<file path="src/hdl/assert_macros.svh">
// Assertion macros shared by the deframer's queue and output side.
`ifndef ASSERT_MACROS_SVH
`define ASSERT_MACROS_SVH
`ifndef SYNTH
`define ASSERT_CLK(lbl, clk, rst_n, prop) \
  lbl: assert property (@(posedge clk) disable iff (!rst_n) prop) \
    else $error("assertion failed");
`define ASSERT_NEVER(lbl, clk, rst_n, cond) \
  lbl: assert property (@(posedge clk) disable iff (!rst_n) !(cond)) \
    else $error("forbidden condition seen");
`else
`define ASSERT_CLK(lbl, clk, rst_n, prop)
`define ASSERT_NEVER(lbl, clk, rst_n, cond)
`endif
`endif

</file>
<file path="src/hdl/slcd_pkg.sv">
// Types and constants of the sync/length/checksum deframer.
`default_nettype none
package slcd_pkg;

  localparam logic [7:0]  SYNC_LOW        = 8'hFF;
  localparam logic [7:0]  SYNC_HIGH       = 8'hFE;
  localparam logic [15:0] MAX_LEN_RESET   = 16'd4096;
  localparam int          QUEUE_DEPTH_DEF = 4;

  typedef enum logic [2:0] {
    PH_HUNT,
    PH_LEN,
    PH_CMD,
    PH_SUM,
    PH_DATA
  } phase_t;

  typedef enum logic {
    OP_DATA   = 1'b0,
    OP_REPORT = 1'b1
  } op_t;

  typedef enum logic [1:0] {
    ST_GOOD,
    ST_MISMATCH,
    ST_TOO_LONG
  } status_t;

  // One request from the parser to the output side.
  typedef struct packed {
    op_t         op;
    logic [7:0]  data;
    logic [15:0] command;
    logic [15:0] exp_sum;
    status_t     status;
    logic        last;
  } req_t;

endpackage
`default_nettype wire

</file>
<file path="src/hdl/sync_length_checksum_deframer.sv">
// Byte-serial frame deframer: sync hunt, header parse, payload pass-through, checksum report.
//
// Takes one received byte per request and sustains one byte per clock. The
// front parser hunts for the byte pair FF FE, then reads a little-endian
// 4-byte length, 2-byte command and 2-byte checksum, and turns every payload
// byte and every frame verdict into a request for the output side. A queue of
// QUEUE_DEPTH entries sits between the two, so output back-pressure does not
// stall the parser until the queue fills; in_ready is low only while it is
// full. The output side keeps the 16-bit wrapping payload sum and judges the
// checksum on the last payload byte, which is then flagged with out_last and
// carries the status. A frame with zero length closes with a report
// (out_kind 1) after its checksum; a length above the max_payload_length
// register (cfg_wdata, written with cfg_we, 4096 after reset) closes at once
// with a report of status 2 and command 0. A result is written into the
// queue, then into the output register, and is held there until out_ready
// accepts it. Write the register only while the block is idle.
`default_nettype none
module sync_length_checksum_deframer #(
  parameter int QUEUE_DEPTH = slcd_pkg::QUEUE_DEPTH_DEF
) (
  input  wire logic        clk,
  input  wire logic        rst_n,
  input  wire logic        in_valid,
  output logic             in_ready,
  input  wire logic [7:0]  in_rx_byte,
  output logic             out_valid,
  input  wire logic        out_ready,
  output logic             out_kind,
  output logic [7:0]       out_byte,
  output logic [15:0]      out_command,
  output logic [1:0]       out_status,
  output logic             out_last,
  input  wire logic        cfg_we,
  input  wire logic [15:0] cfg_wdata
);
  import slcd_pkg::*;

  logic [15:0] max_len_r;
  logic        take;
  logic        push;
  req_t        push_req;
  logic        room;
  logic        pop_valid;
  req_t        pop_req;
  logic        pop;

  // Length limit register.
  always_ff @(posedge clk) begin
    if (!rst_n) begin
      max_len_r <= MAX_LEN_RESET;
    end else if (cfg_we) begin
      max_len_r <= cfg_wdata;
    end
  end

  // Take a byte whenever the queue can hold the request it may cause.
  assign in_ready = room;
  assign take     = in_valid && room;

  slcd_front u_front (
    .clk      (clk),
    .rst_n    (rst_n),
    .take     (take),
    .rx_byte  (in_rx_byte),
    .max_len  (max_len_r),
    .push     (push),
    .push_req (push_req)
  );

  slcd_queue #(
    .DEPTH (QUEUE_DEPTH)
  ) u_queue (
    .clk       (clk),
    .rst_n     (rst_n),
    .push      (push),
    .push_req  (push_req),
    .room      (room),
    .pop_valid (pop_valid),
    .pop_req   (pop_req),
    .pop       (pop)
  );

  slcd_back u_back (
    .clk         (clk),
    .rst_n       (rst_n),
    .pop_valid   (pop_valid),
    .pop_req     (pop_req),
    .pop         (pop),
    .out_valid   (out_valid),
    .out_ready   (out_ready),
    .out_kind    (out_kind),
    .out_byte    (out_byte),
    .out_command (out_command),
    .out_status  (out_status),
    .out_last    (out_last)
  );

endmodule
`default_nettype wire

</file>
<file path="src/hdl/slcd_front.sv">
// Header parser: hunts for sync, reads length, command and checksum, issues requests.
`default_nettype none
module slcd_front (
  input  wire logic          clk,
  input  wire logic          rst_n,
  input  wire logic          take,
  input  wire logic [7:0]    rx_byte,
  input  wire logic [15:0]   max_len,
  output logic               push,
  output slcd_pkg::req_t     push_req
);
  import slcd_pkg::*;

  phase_t      phase_r, phase_nxt;
  logic [7:0]  prev_r, prev_nxt;
  logic [1:0]  idx_r, idx_nxt;
  logic [31:0] len_r, len_nxt;
  logic [15:0] cmd_r, cmd_nxt;
  logic [15:0] esum_r, esum_nxt;
  logic [15:0] count_r, count_nxt;
  logic [31:0] len_full;
  logic [15:0] esum_full;

  assign len_full  = len_r | ({24'h0, rx_byte} << {idx_r, 3'b000});
  assign esum_full = {rx_byte, esum_r[7:0]};

  always_ff @(posedge clk) begin
    if (!rst_n) begin
      phase_r <= PH_HUNT;
      prev_r  <= '0;
      idx_r   <= '0;
      len_r   <= '0;
      cmd_r   <= '0;
      esum_r  <= '0;
      count_r <= '0;
    end else begin
      phase_r <= phase_nxt;
      prev_r  <= prev_nxt;
      idx_r   <= idx_nxt;
      len_r   <= len_nxt;
      cmd_r   <= cmd_nxt;
      esum_r  <= esum_nxt;
      count_r <= count_nxt;
    end
  end

  always_comb begin
    phase_nxt = phase_r;
    prev_nxt  = prev_r;
    idx_nxt   = idx_r;
    len_nxt   = len_r;
    cmd_nxt   = cmd_r;
    esum_nxt  = esum_r;
    count_nxt = count_r;
    push      = 1'b0;
    push_req  = '{op: OP_DATA, data: rx_byte, command: cmd_r, exp_sum: esum_r,
                  status: ST_GOOD, last: 1'b0};
    if (take) begin
      unique case (phase_r)
        PH_LEN: begin
          len_nxt = len_full;
          if (idx_r == 2'd3) begin
            idx_nxt = '0;
            if (len_full > {16'h0, max_len}) begin
              // drop the frame before any command byte
              push            = 1'b1;
              push_req.op     = OP_REPORT;
              push_req.data   = '0;
              push_req.command = '0;
              push_req.status = ST_TOO_LONG;
              push_req.last   = 1'b1;
              phase_nxt       = PH_HUNT;
              prev_nxt        = '0;
            end else begin
              phase_nxt = PH_CMD;
            end
          end else begin
            idx_nxt = idx_r + 2'd1;
          end
        end
        PH_CMD: begin
          if (idx_r == 2'd0) begin
            cmd_nxt = {8'h0, rx_byte};
            idx_nxt = 2'd1;
          end else begin
            cmd_nxt   = {rx_byte, cmd_r[7:0]};
            idx_nxt   = '0;
            phase_nxt = PH_SUM;
          end
        end
        PH_SUM: begin
          if (idx_r == 2'd0) begin
            esum_nxt = {8'h0, rx_byte};
            idx_nxt  = 2'd1;
          end else begin
            esum_nxt  = esum_full;
            idx_nxt   = '0;
            count_nxt = '0;
            if (len_r == 32'h0) begin
              push            = 1'b1;
              push_req.op     = OP_REPORT;
              push_req.data   = '0;
              push_req.status = (esum_full != 16'h0) ? ST_MISMATCH : ST_GOOD;
              push_req.last   = 1'b1;
              phase_nxt       = PH_HUNT;
              prev_nxt        = '0;
            end else begin
              phase_nxt = PH_DATA;
            end
          end
        end
        PH_DATA: begin
          count_nxt     = count_r + 16'd1;
          push          = 1'b1;
          push_req.last = (count_nxt == len_r[15:0]);
          if (push_req.last) begin
            phase_nxt = PH_HUNT;
            prev_nxt  = '0;
          end
        end
        default: begin
          phase_nxt = PH_HUNT;
          if (prev_r == SYNC_LOW && rx_byte == SYNC_HIGH) begin
            phase_nxt = PH_LEN;
            idx_nxt   = '0;
            len_nxt   = '0;
            cmd_nxt   = '0;
            esum_nxt  = '0;
            count_nxt = '0;
            prev_nxt  = '0;
          end else begin
            prev_nxt = rx_byte;
          end
        end
      endcase
    end
  end

endmodule
`default_nettype wire

</file>
<file path="src/hdl/slcd_queue.sv">
// Short request queue between the parser and the output side.
`default_nettype none
`include "assert_macros.svh"
module slcd_queue #(
  parameter int DEPTH = slcd_pkg::QUEUE_DEPTH_DEF
) (
  input  wire logic           clk,
  input  wire logic           rst_n,
  input  wire logic           push,
  input  wire slcd_pkg::req_t push_req,
  output logic                room,
  output logic                pop_valid,
  output slcd_pkg::req_t      pop_req,
  input  wire logic           pop
);
  import slcd_pkg::*;

  localparam int PW = (DEPTH > 1) ? $clog2(DEPTH) : 1;
  localparam int CW = $clog2(DEPTH + 1);

  req_t          mem [DEPTH];
  logic [PW-1:0] wr_ptr_r, wr_ptr_nxt;
  logic [PW-1:0] rd_ptr_r, rd_ptr_nxt;
  logic [CW-1:0] count_r, count_nxt;

  assign room      = (count_r != CW'(DEPTH));
  assign pop_valid = (count_r != '0);
  assign pop_req   = mem[rd_ptr_r];

  always_comb begin
    wr_ptr_nxt = wr_ptr_r;
    rd_ptr_nxt = rd_ptr_r;
    count_nxt  = count_r;
    if (push) begin
      wr_ptr_nxt = (wr_ptr_r == PW'(DEPTH - 1)) ? '0 : wr_ptr_r + PW'(1);
    end
    if (pop) begin
      rd_ptr_nxt = (rd_ptr_r == PW'(DEPTH - 1)) ? '0 : rd_ptr_r + PW'(1);
    end
    if (push && !pop) begin
      count_nxt = count_r + CW'(1);
    end else if (pop && !push) begin
      count_nxt = count_r - CW'(1);
    end
  end

  always_ff @(posedge clk) begin
    if (!rst_n) begin
      wr_ptr_r <= '0;
      rd_ptr_r <= '0;
      count_r  <= '0;
    end else begin
      wr_ptr_r <= wr_ptr_nxt;
      rd_ptr_r <= rd_ptr_nxt;
      count_r  <= count_nxt;
    end
  end

  always_ff @(posedge clk) begin
    if (push) begin
      mem[wr_ptr_r] <= push_req;
    end
  end

  `ASSERT_NEVER(a_no_overflow, clk, rst_n, push && !pop && !room)
  `ASSERT_CLK(a_drain_empty, clk, rst_n, (count_r == CW'(1) && pop && !push) |=> !pop_valid)

endmodule
`default_nettype wire

</file>
<file path="src/hdl/slcd_back.sv">
// Output side: running payload sum, checksum verdict and the output register.
`default_nettype none
`include "assert_macros.svh"
module slcd_back (
  input  wire logic           clk,
  input  wire logic           rst_n,
  input  wire logic           pop_valid,
  input  wire slcd_pkg::req_t pop_req,
  output logic                pop,
  output logic                out_valid,
  input  wire logic           out_ready,
  output logic                out_kind,
  output logic [7:0]          out_byte,
  output logic [15:0]         out_command,
  output logic [1:0]          out_status,
  output logic                out_last
);
  import slcd_pkg::*;

  logic [15:0] sum_r, sum_nxt;
  logic [15:0] sum_add;
  status_t     status;
  logic        out_valid_r;
  op_t         out_kind_r;
  logic [7:0]  out_byte_r;
  logic [15:0] out_command_r;
  status_t     out_status_r;
  logic        out_last_r;

  assign pop     = pop_valid && (!out_valid_r || out_ready);
  assign sum_add = sum_r + {8'h0, pop_req.data};

  always_comb begin
    sum_nxt = sum_r;
    status  = pop_req.status;
    if (pop && pop_req.op == OP_DATA) begin
      status  = (pop_req.last && sum_add != pop_req.exp_sum) ? ST_MISMATCH : ST_GOOD;
      sum_nxt = pop_req.last ? 16'h0 : sum_add;
    end
  end

  always_ff @(posedge clk) begin
    if (!rst_n) begin
      sum_r       <= '0;
      out_valid_r <= 1'b0;
    end else begin
      sum_r <= sum_nxt;
      if (pop) begin
        out_valid_r <= 1'b1;
      end else if (out_ready) begin
        out_valid_r <= 1'b0;
      end
    end
  end

  always_ff @(posedge clk) begin
    if (pop) begin
      out_kind_r    <= pop_req.op;
      out_byte_r    <= pop_req.data;
      out_command_r <= pop_req.command;
      out_status_r  <= status;
      out_last_r    <= pop_req.last;
    end
  end

  assign out_valid   = out_valid_r;
  assign out_kind    = out_kind_r;
  assign out_byte    = out_byte_r;
  assign out_command = out_command_r;
  assign out_status  = out_status_r;
  assign out_last    = out_last_r;

  `ASSERT_NEVER(a_report_closes, clk, rst_n, out_valid_r && out_kind_r == OP_REPORT && !out_last_r)
  `ASSERT_NEVER(a_status_on_last, clk, rst_n, out_valid_r && !out_last_r && out_status_r != ST_GOOD)
  `ASSERT_CLK(a_sum_cleared, clk, rst_n, (pop && pop_req.op == OP_DATA && pop_req.last) |=> sum_r == 16'h0)

endmodule
`default_nettype wire
</file>
<file path="config.mk">
export PLATFORM = sky130hd
export DESIGN_NAME = sync_length_checksum_deframer
export DESIGN_NICKNAME = d
export VERILOG_FILES = /design/src/hdl/slcd_pkg.sv /design/src/hdl/sync_length_checksum_deframer.sv /design/src/hdl/slcd_front.sv /design/src/hdl/slcd_queue.sv /design/src/hdl/slcd_back.sv
export VERILOG_INCLUDE_DIRS = /design/src /design/src/hdl
export SDC_FILE = /design/constraint.sdc
export NUM_CORES = 1
export LEC_CHECK = 0
export BUFFER_PORTS_ARGS = -buffer_cell sky130_fd_sc_hd__buf_4
export CELL_PAD_IN_SITES_DETAIL_PLACEMENT = 2
export CELL_PAD_IN_SITES_GLOBAL_PLACEMENT = 2
export CORE_MARGIN = 2
export CORE_UTILIZATION = 37
export CTS_CLUSTER_DIAMETER = 150
export DETAILED_ROUTE_END_ITERATION = 12
export GPL_TIMING_DRIVEN = 1
export PLACE_DENSITY = 0.81
export SLEW_MARGIN = 20
export SYNTH_ARGS = -nofsm -noshare
export SYNTH_HDL_FRONTEND = slang
export SYNTH_SLANG_ARGS = --single-unit
</file>
<file path="constraint.sdc">
create_clock -name clk -period 4.4 [get_ports clk]
set_clock_uncertainty 0.15 [all_clocks]
set_input_delay 0.44 -clock clk [delete_from_list [all_inputs] [get_ports clk]]
set_output_delay 0.44 -clock clk [all_outputs]
set_load 0.02 [all_outputs]
</file>
* Word-level counts from Yosys, hierarchy flattened
Memory sizes are Yosys's and may differ from the RTL's. A register that Yosys moved wholly into a read port is not among the register bits. Cells that the tools add are included.
Operators by class: order comparisons 1, equality and inequality tests 20, add/sub/neg operators 7, shift-type cells 1, bitwise gates (word level) 8, muxes and demuxes 61, reduce and logical (&&, ||, !) cells 36
Operator list (number):
- $mux 16 | 5
- $mux 25 | 3
- $pmux 16 s2 | 2
- $pmux 32 s2 | 1
- $mux 8 | 6
- $pmux 16 s3 | 1
- $mux 3 | 12
- $gt 32x16->1 | 1
- $logic_not 32->1 | 1
- $mux 32 | 1
- $or 32x32->32 | 1
- $pmux 8 s4 | 1
- $shl 8x5->32 | 1
- $mux 9 | 2
- $pmux 9 s2 | 1
- $add 16x1->16 const B | 1
- $add 16x8->16 | 1
- $eq 16x16->1 | 1
- $eq 8x8->1 const B | 2
- $mux 2 | 8
- $ne 16x16->1 | 1
- $reduce_bool 16->1 | 1
- $mux 1 | 13
- $ne 2x1->1 const B | 6
- other kinds (26) | 61
Word-level totals: input port bits 29, output and inout bits 30, memories 1, logic and storage cells 155, RAM bits 176, register bits 161
Memory list:
- u_queue.mem | depth 4, bits a word 44, read ports 1, clocked after Yosys merged registers in 1, write ports 1, RTL line slcd_queue.sv:21 | req_t mem [DEPTH];

* Longest topological paths before layout
depth in word-level cells 11, gate-level depth with buffers 16, mapped depth without buffers 16

* Modules after synthesis
Synthesis repeated with hierarchy kept, for this count alone.
Second synthesis, totals: cell total of the unflattened synthesis 1286, area total of the unflattened synthesis 15557.4 um^2
By module, submodules not included:
- slcd_queue | instances 1, area each 6866.6 um^2, seq. area each 5465.2 um^2, cells each 275
- slcd_front | instances 1, area each 5465.2 um^2, seq. area each 1861.8 um^2, cells each 715
- slcd_back | instances 1, area each 2606.2 um^2, seq. area each 1181.1 um^2, cells each 244
- sync_length_checksum_deframer | instances 1, area each 619.3 um^2, seq. area each 320.3 um^2, cells each 52

* Least setup slack after synthesis
Ideal clock, no wire load.
path kind flip-flop to flip-flop, start point register (tool-made name), end point register u_back.out_status_r[0], in the netlist u_back.out_status[0], data pin, slack 0.123 ns, cell stages (with the launch flop) 15, period minus slack after synthesis 4.277 ns, library setup time 0.265 ns, buffers on the path 4, data required time 3.985 ns, data arrival time 3.862 ns, cells stage by stage dfxtp_1 buf_2 buf_2 buf_2 buf_2 mux4_2 ha_1 fa_1 a211oi_1 o21bai_1 a21oi_1 xnor2_1 xor2_1 nor4_1 a21oi_1
RTL lines:
- end signal: assignment | RTL line slcd_back.sv:61 | out_status_r <= status;
- end: declaration | RTL line slcd_back.sv:27 | status_t out_status_r;

==> impl_results.md <==
- Layout cell share with drive strength beyond 1: 17.36%
- H-tree level count: 2
- Setup CP Type: reg2reg
- GR Overflow Total: 0
- Period utilization: 95.07%
- Critical path data arrival time: 4.35 ns
- Global route hottest layer: met2
- Area grow syn2layout: 18.04%
- Synth unique cells: 63
- Post-synth top area share: 41.83%
- Vias/cell: 5.810
- Hold Path Class: in2reg
- Count of input and output buffers: 58
- Reg2reg setup slack: between 0.2 and 0.25 ns
- Synth async-reset ratio: 0%
- Wirelength per Cell: 27.39 microns
- Die height: 203.0 microns
- Worst-margin pin slew: between 1 and 1.5 ns
- Die W: around 200 microns
- RD Place Congestion: 0.8447
- Total track usage: 23.92%
- Clock Pin Slew Worst Setup and Hold Paths: 0.06 ns
- Worst skew pair latency: 0.57 ns
- CORE AREA: 38830 sq um
- Largest net degree at the start of global routing: 77
- Vias in the first global route: between 10000 and 15000
- CP endpoint kind: flop
- Yosys reg bits: 339
- Die area: 41190 sq um
- Root Buffer: clkbuf_16
- DRT antenna net count: 0
- WL final: 49.06 mm
- CTS tree: built
- Ant diodes: 0
- Pwr/cell area: 548.0 nW/um^2
- Setup violators final: 0
- Peak supply drop: 0.2648 mV
- Crit path time final: 4.183 ns
- Final Max Tran Viols: 0
- Max Clk Rate: 0.2391 GHz
- Commonest non-fill, non-tap cell in the layout: edfxtp_1
- Num CTS Buffers: 39
- Mapped Nets: 1232
- Unrepaired setup endpoints after global routing: no
- Max Cap Viol: 0
- Largest family of logic cells by synthesized area: simple AND/OR/NAND/NOR gates
- CP startpoint kind: flop
- Synth Area in XOR/XNOR: 3.110%
- Sequential-to-total area share from yosys stat: roughly 60%
- Synthesized instance count: 1168
- Initial antenna violation count: 0
- Global routing met1 resource utilization: 27.63%
- Multiplexer area fraction after synthesis: 7.997%
- Post-route design area: 17290 sq um
- Most frequent cells in the layout: 204 x edfxtp_1, 131 x dfxtp_1, 121 x nor2_1
- Syn avg cell area: 12.54 sq um
- Slew headroom: 29.92%
- Final Hold Fails: 0
- Final Util: between 40% and 50%
- EDFF count, synth: 204
- Global-route wire length before repair: around 74 mm
- I/O pin count: 59
- Post-synthesis adder-cell area fraction: 3.229%
- Outcome: finished clean
- Leak Pwr: ~6 nW
- Setup TNS: 0 ns
- Synth area leaders: edfxtp_1 42%, dfxtp_1 18%, mux4_2 6.8%
- Number of remaining DRC errors: 0
- Post-DP Area: 15750 sq um
- Row Count: 72
- M3 GR Usage: 4.398%
- DR iter-0 viols: between 700 and 800
- Compound-Gate Fraction of Synth Area: 10.44%
- Final net count: ~1300
- Post-Syn Area: ~15000 sq um
- Post-CTS setup buffer count: 0
- Simple-Gate Fraction of Synth Area: 12.19%
- Main synth FF type: edfxtp_1
- Post-synth top area cell: edfxtp_1
- Vias: about 10000
- Initial core utilization: 37.72%
- TritonRoute pass-1 iters: 5
- Warnings from Yosys: 0
- Req. time, crit path: 4.56 ns
- Clock buffer depth: 3
- Clock sink count: 339
- CP Max Fanout: 11
- Met2 Use GR: 43.08%
- DP HPWL: approximately 31 mm
cells by family (layout without fill, tap and decap cells):
kind of cell             after synthesis  in the layout
AO/OA/AOI/OAI                        239            239
XOR/XNOR                              52             52
adder cells (fa/ha/maj)               37             37
buffers and inverters                100            205
flip-flops                           339            339
multiplexers                          62             62
AND/OR/NAND/NOR                      339            339
power by group:
part	internal [mW]	total (mW)	switching [mW]
combinational	0.883	2.25	1.37
clock	2.04	3.46	1.42
sequential	3.61	3.76	0.154
total	6.53	9.47	2.94
final cells by class:
type	count	area (sq um)
fillers	3753	21540
flip-flops and latches	339	8833
clock inverters	19	241.5
repair buffers	103	873.3
inverters	30	113.9
multi-input cells	729	5458
clock buffers	53	1120
well taps	518	648.1
final timing paths:
path                                         start                    to  cells past startpoint
worst min-delay path                 cfg_wdata[10]         max_len_r[10]                      3
worst max-delay path                          flop  u_back.out_status[0]                     10
worst min register to register  u_front.count_r[8]    u_front.count_r[8]                      1
worst max register to register                flop  u_back.out_status[0]                     10
per-stage QoR:
step / setup WS, ns / total power [mW] / hold WS (ns) / std cells
after floorplan: 0.1230 / 5.170 / 0.2991 / 1168
after CTS: 0.1037 / 9.544 / 0.005997 / 1791
after global routing: 0.03732 / 9.816 / 0.02908 / 1791
after detailed placement: 0.07334 / 5.972 / 0.3316 / 1704
final: 0.2168 / 9.474 / 0.02118 / 1791
after global placement: 0.1719 / 5.829 / 0.3092 / 1704
synthesized netlist by cell type, types with 3 or more instances:
| master | n |
|---|---|
| a31oi_1 | 12 |
| a32oi_1 | 8 |
| nor4_1 | 17 |
| mux2i_1 | 18 |
| ha_1 | 33 |
| nor2b_1 | 7 |
| inv_1 | 29 |
| a22oi_1 | 54 |
| nand4_1 | 18 |
| nand3_1 | 16 |
| mux4_2 | 44 |
| a2111oi_0 | 3 |
| nor2_1 | 123 |
| edfxtp_1 | 204 |
| a211oi_1 | 6 |
| clkbuf_1 | 56 |
| xor2_1 | 20 |
| o21ai_0 | 55 |
| nand2_1 | 33 |
| and2_1 | 29 |
| or3_1 | 11 |
| nand2b_1 | 9 |
| dfxtp_1 | 135 |
| o211ai_1 | 4 |
| a21o_1 | 20 |
| and3_1 | 16 |
| nor3_1 | 13 |
| a21oi_1 | 59 |
| buf_2 | 9 |
| xnor2_1 | 32 |
| and4_1 | 8 |
| nor3b_1 | 19 |
| o21bai_1 | 3 |
| nand3b_1 | 6 |
worst max-delay path, stage by stage (launching register included):
cell      delay, ns
dfxtp_2        0.58
buf_4          0.29
mux4_2         0.56
ha_1           0.28
a211oi_1       0.56
o21ai_0        0.31
a31oi_1        0.36
xor2_1         0.28
xnor2_1        0.11
nor4_1         0.31
a21oi_1        0.12
metal layers:
| layer | up-vias | wire, microns |
|---|---|---|
| li1 | 4543 | - |
| met1 | 5436 | 19410 |
| met2 | 298 | 25380 |
| met3 | 128 | 2160 |
| met4 | 0 | 2109 |
| met5 | - | 0 |
state kept, by name, summed over array words and instances, names as in the netlist, 3 cells and up, named ones only:
signal and count:
u_back.out_command 16, u_front.cmd_r 16, u_front.len_r 32, u_front.count_r 16
max_len_r 16, u_queue.count_r 3, u_back.sum_r 16, u_front.esum_r 16
u_front.prev_r 8, u_back.out_byte 8, u_queue.mem 176, u_front.phase_r 3
what timing repair did:
action,in CTS,in global routing
hold buffers,15,0
pin swaps,0,0
endpoints found under the hold margin,15,0
gates cloned,0,0
gates resized for setup,1,6
setup endpoints to repair,1,2
(Power assumes the default switching activity.)
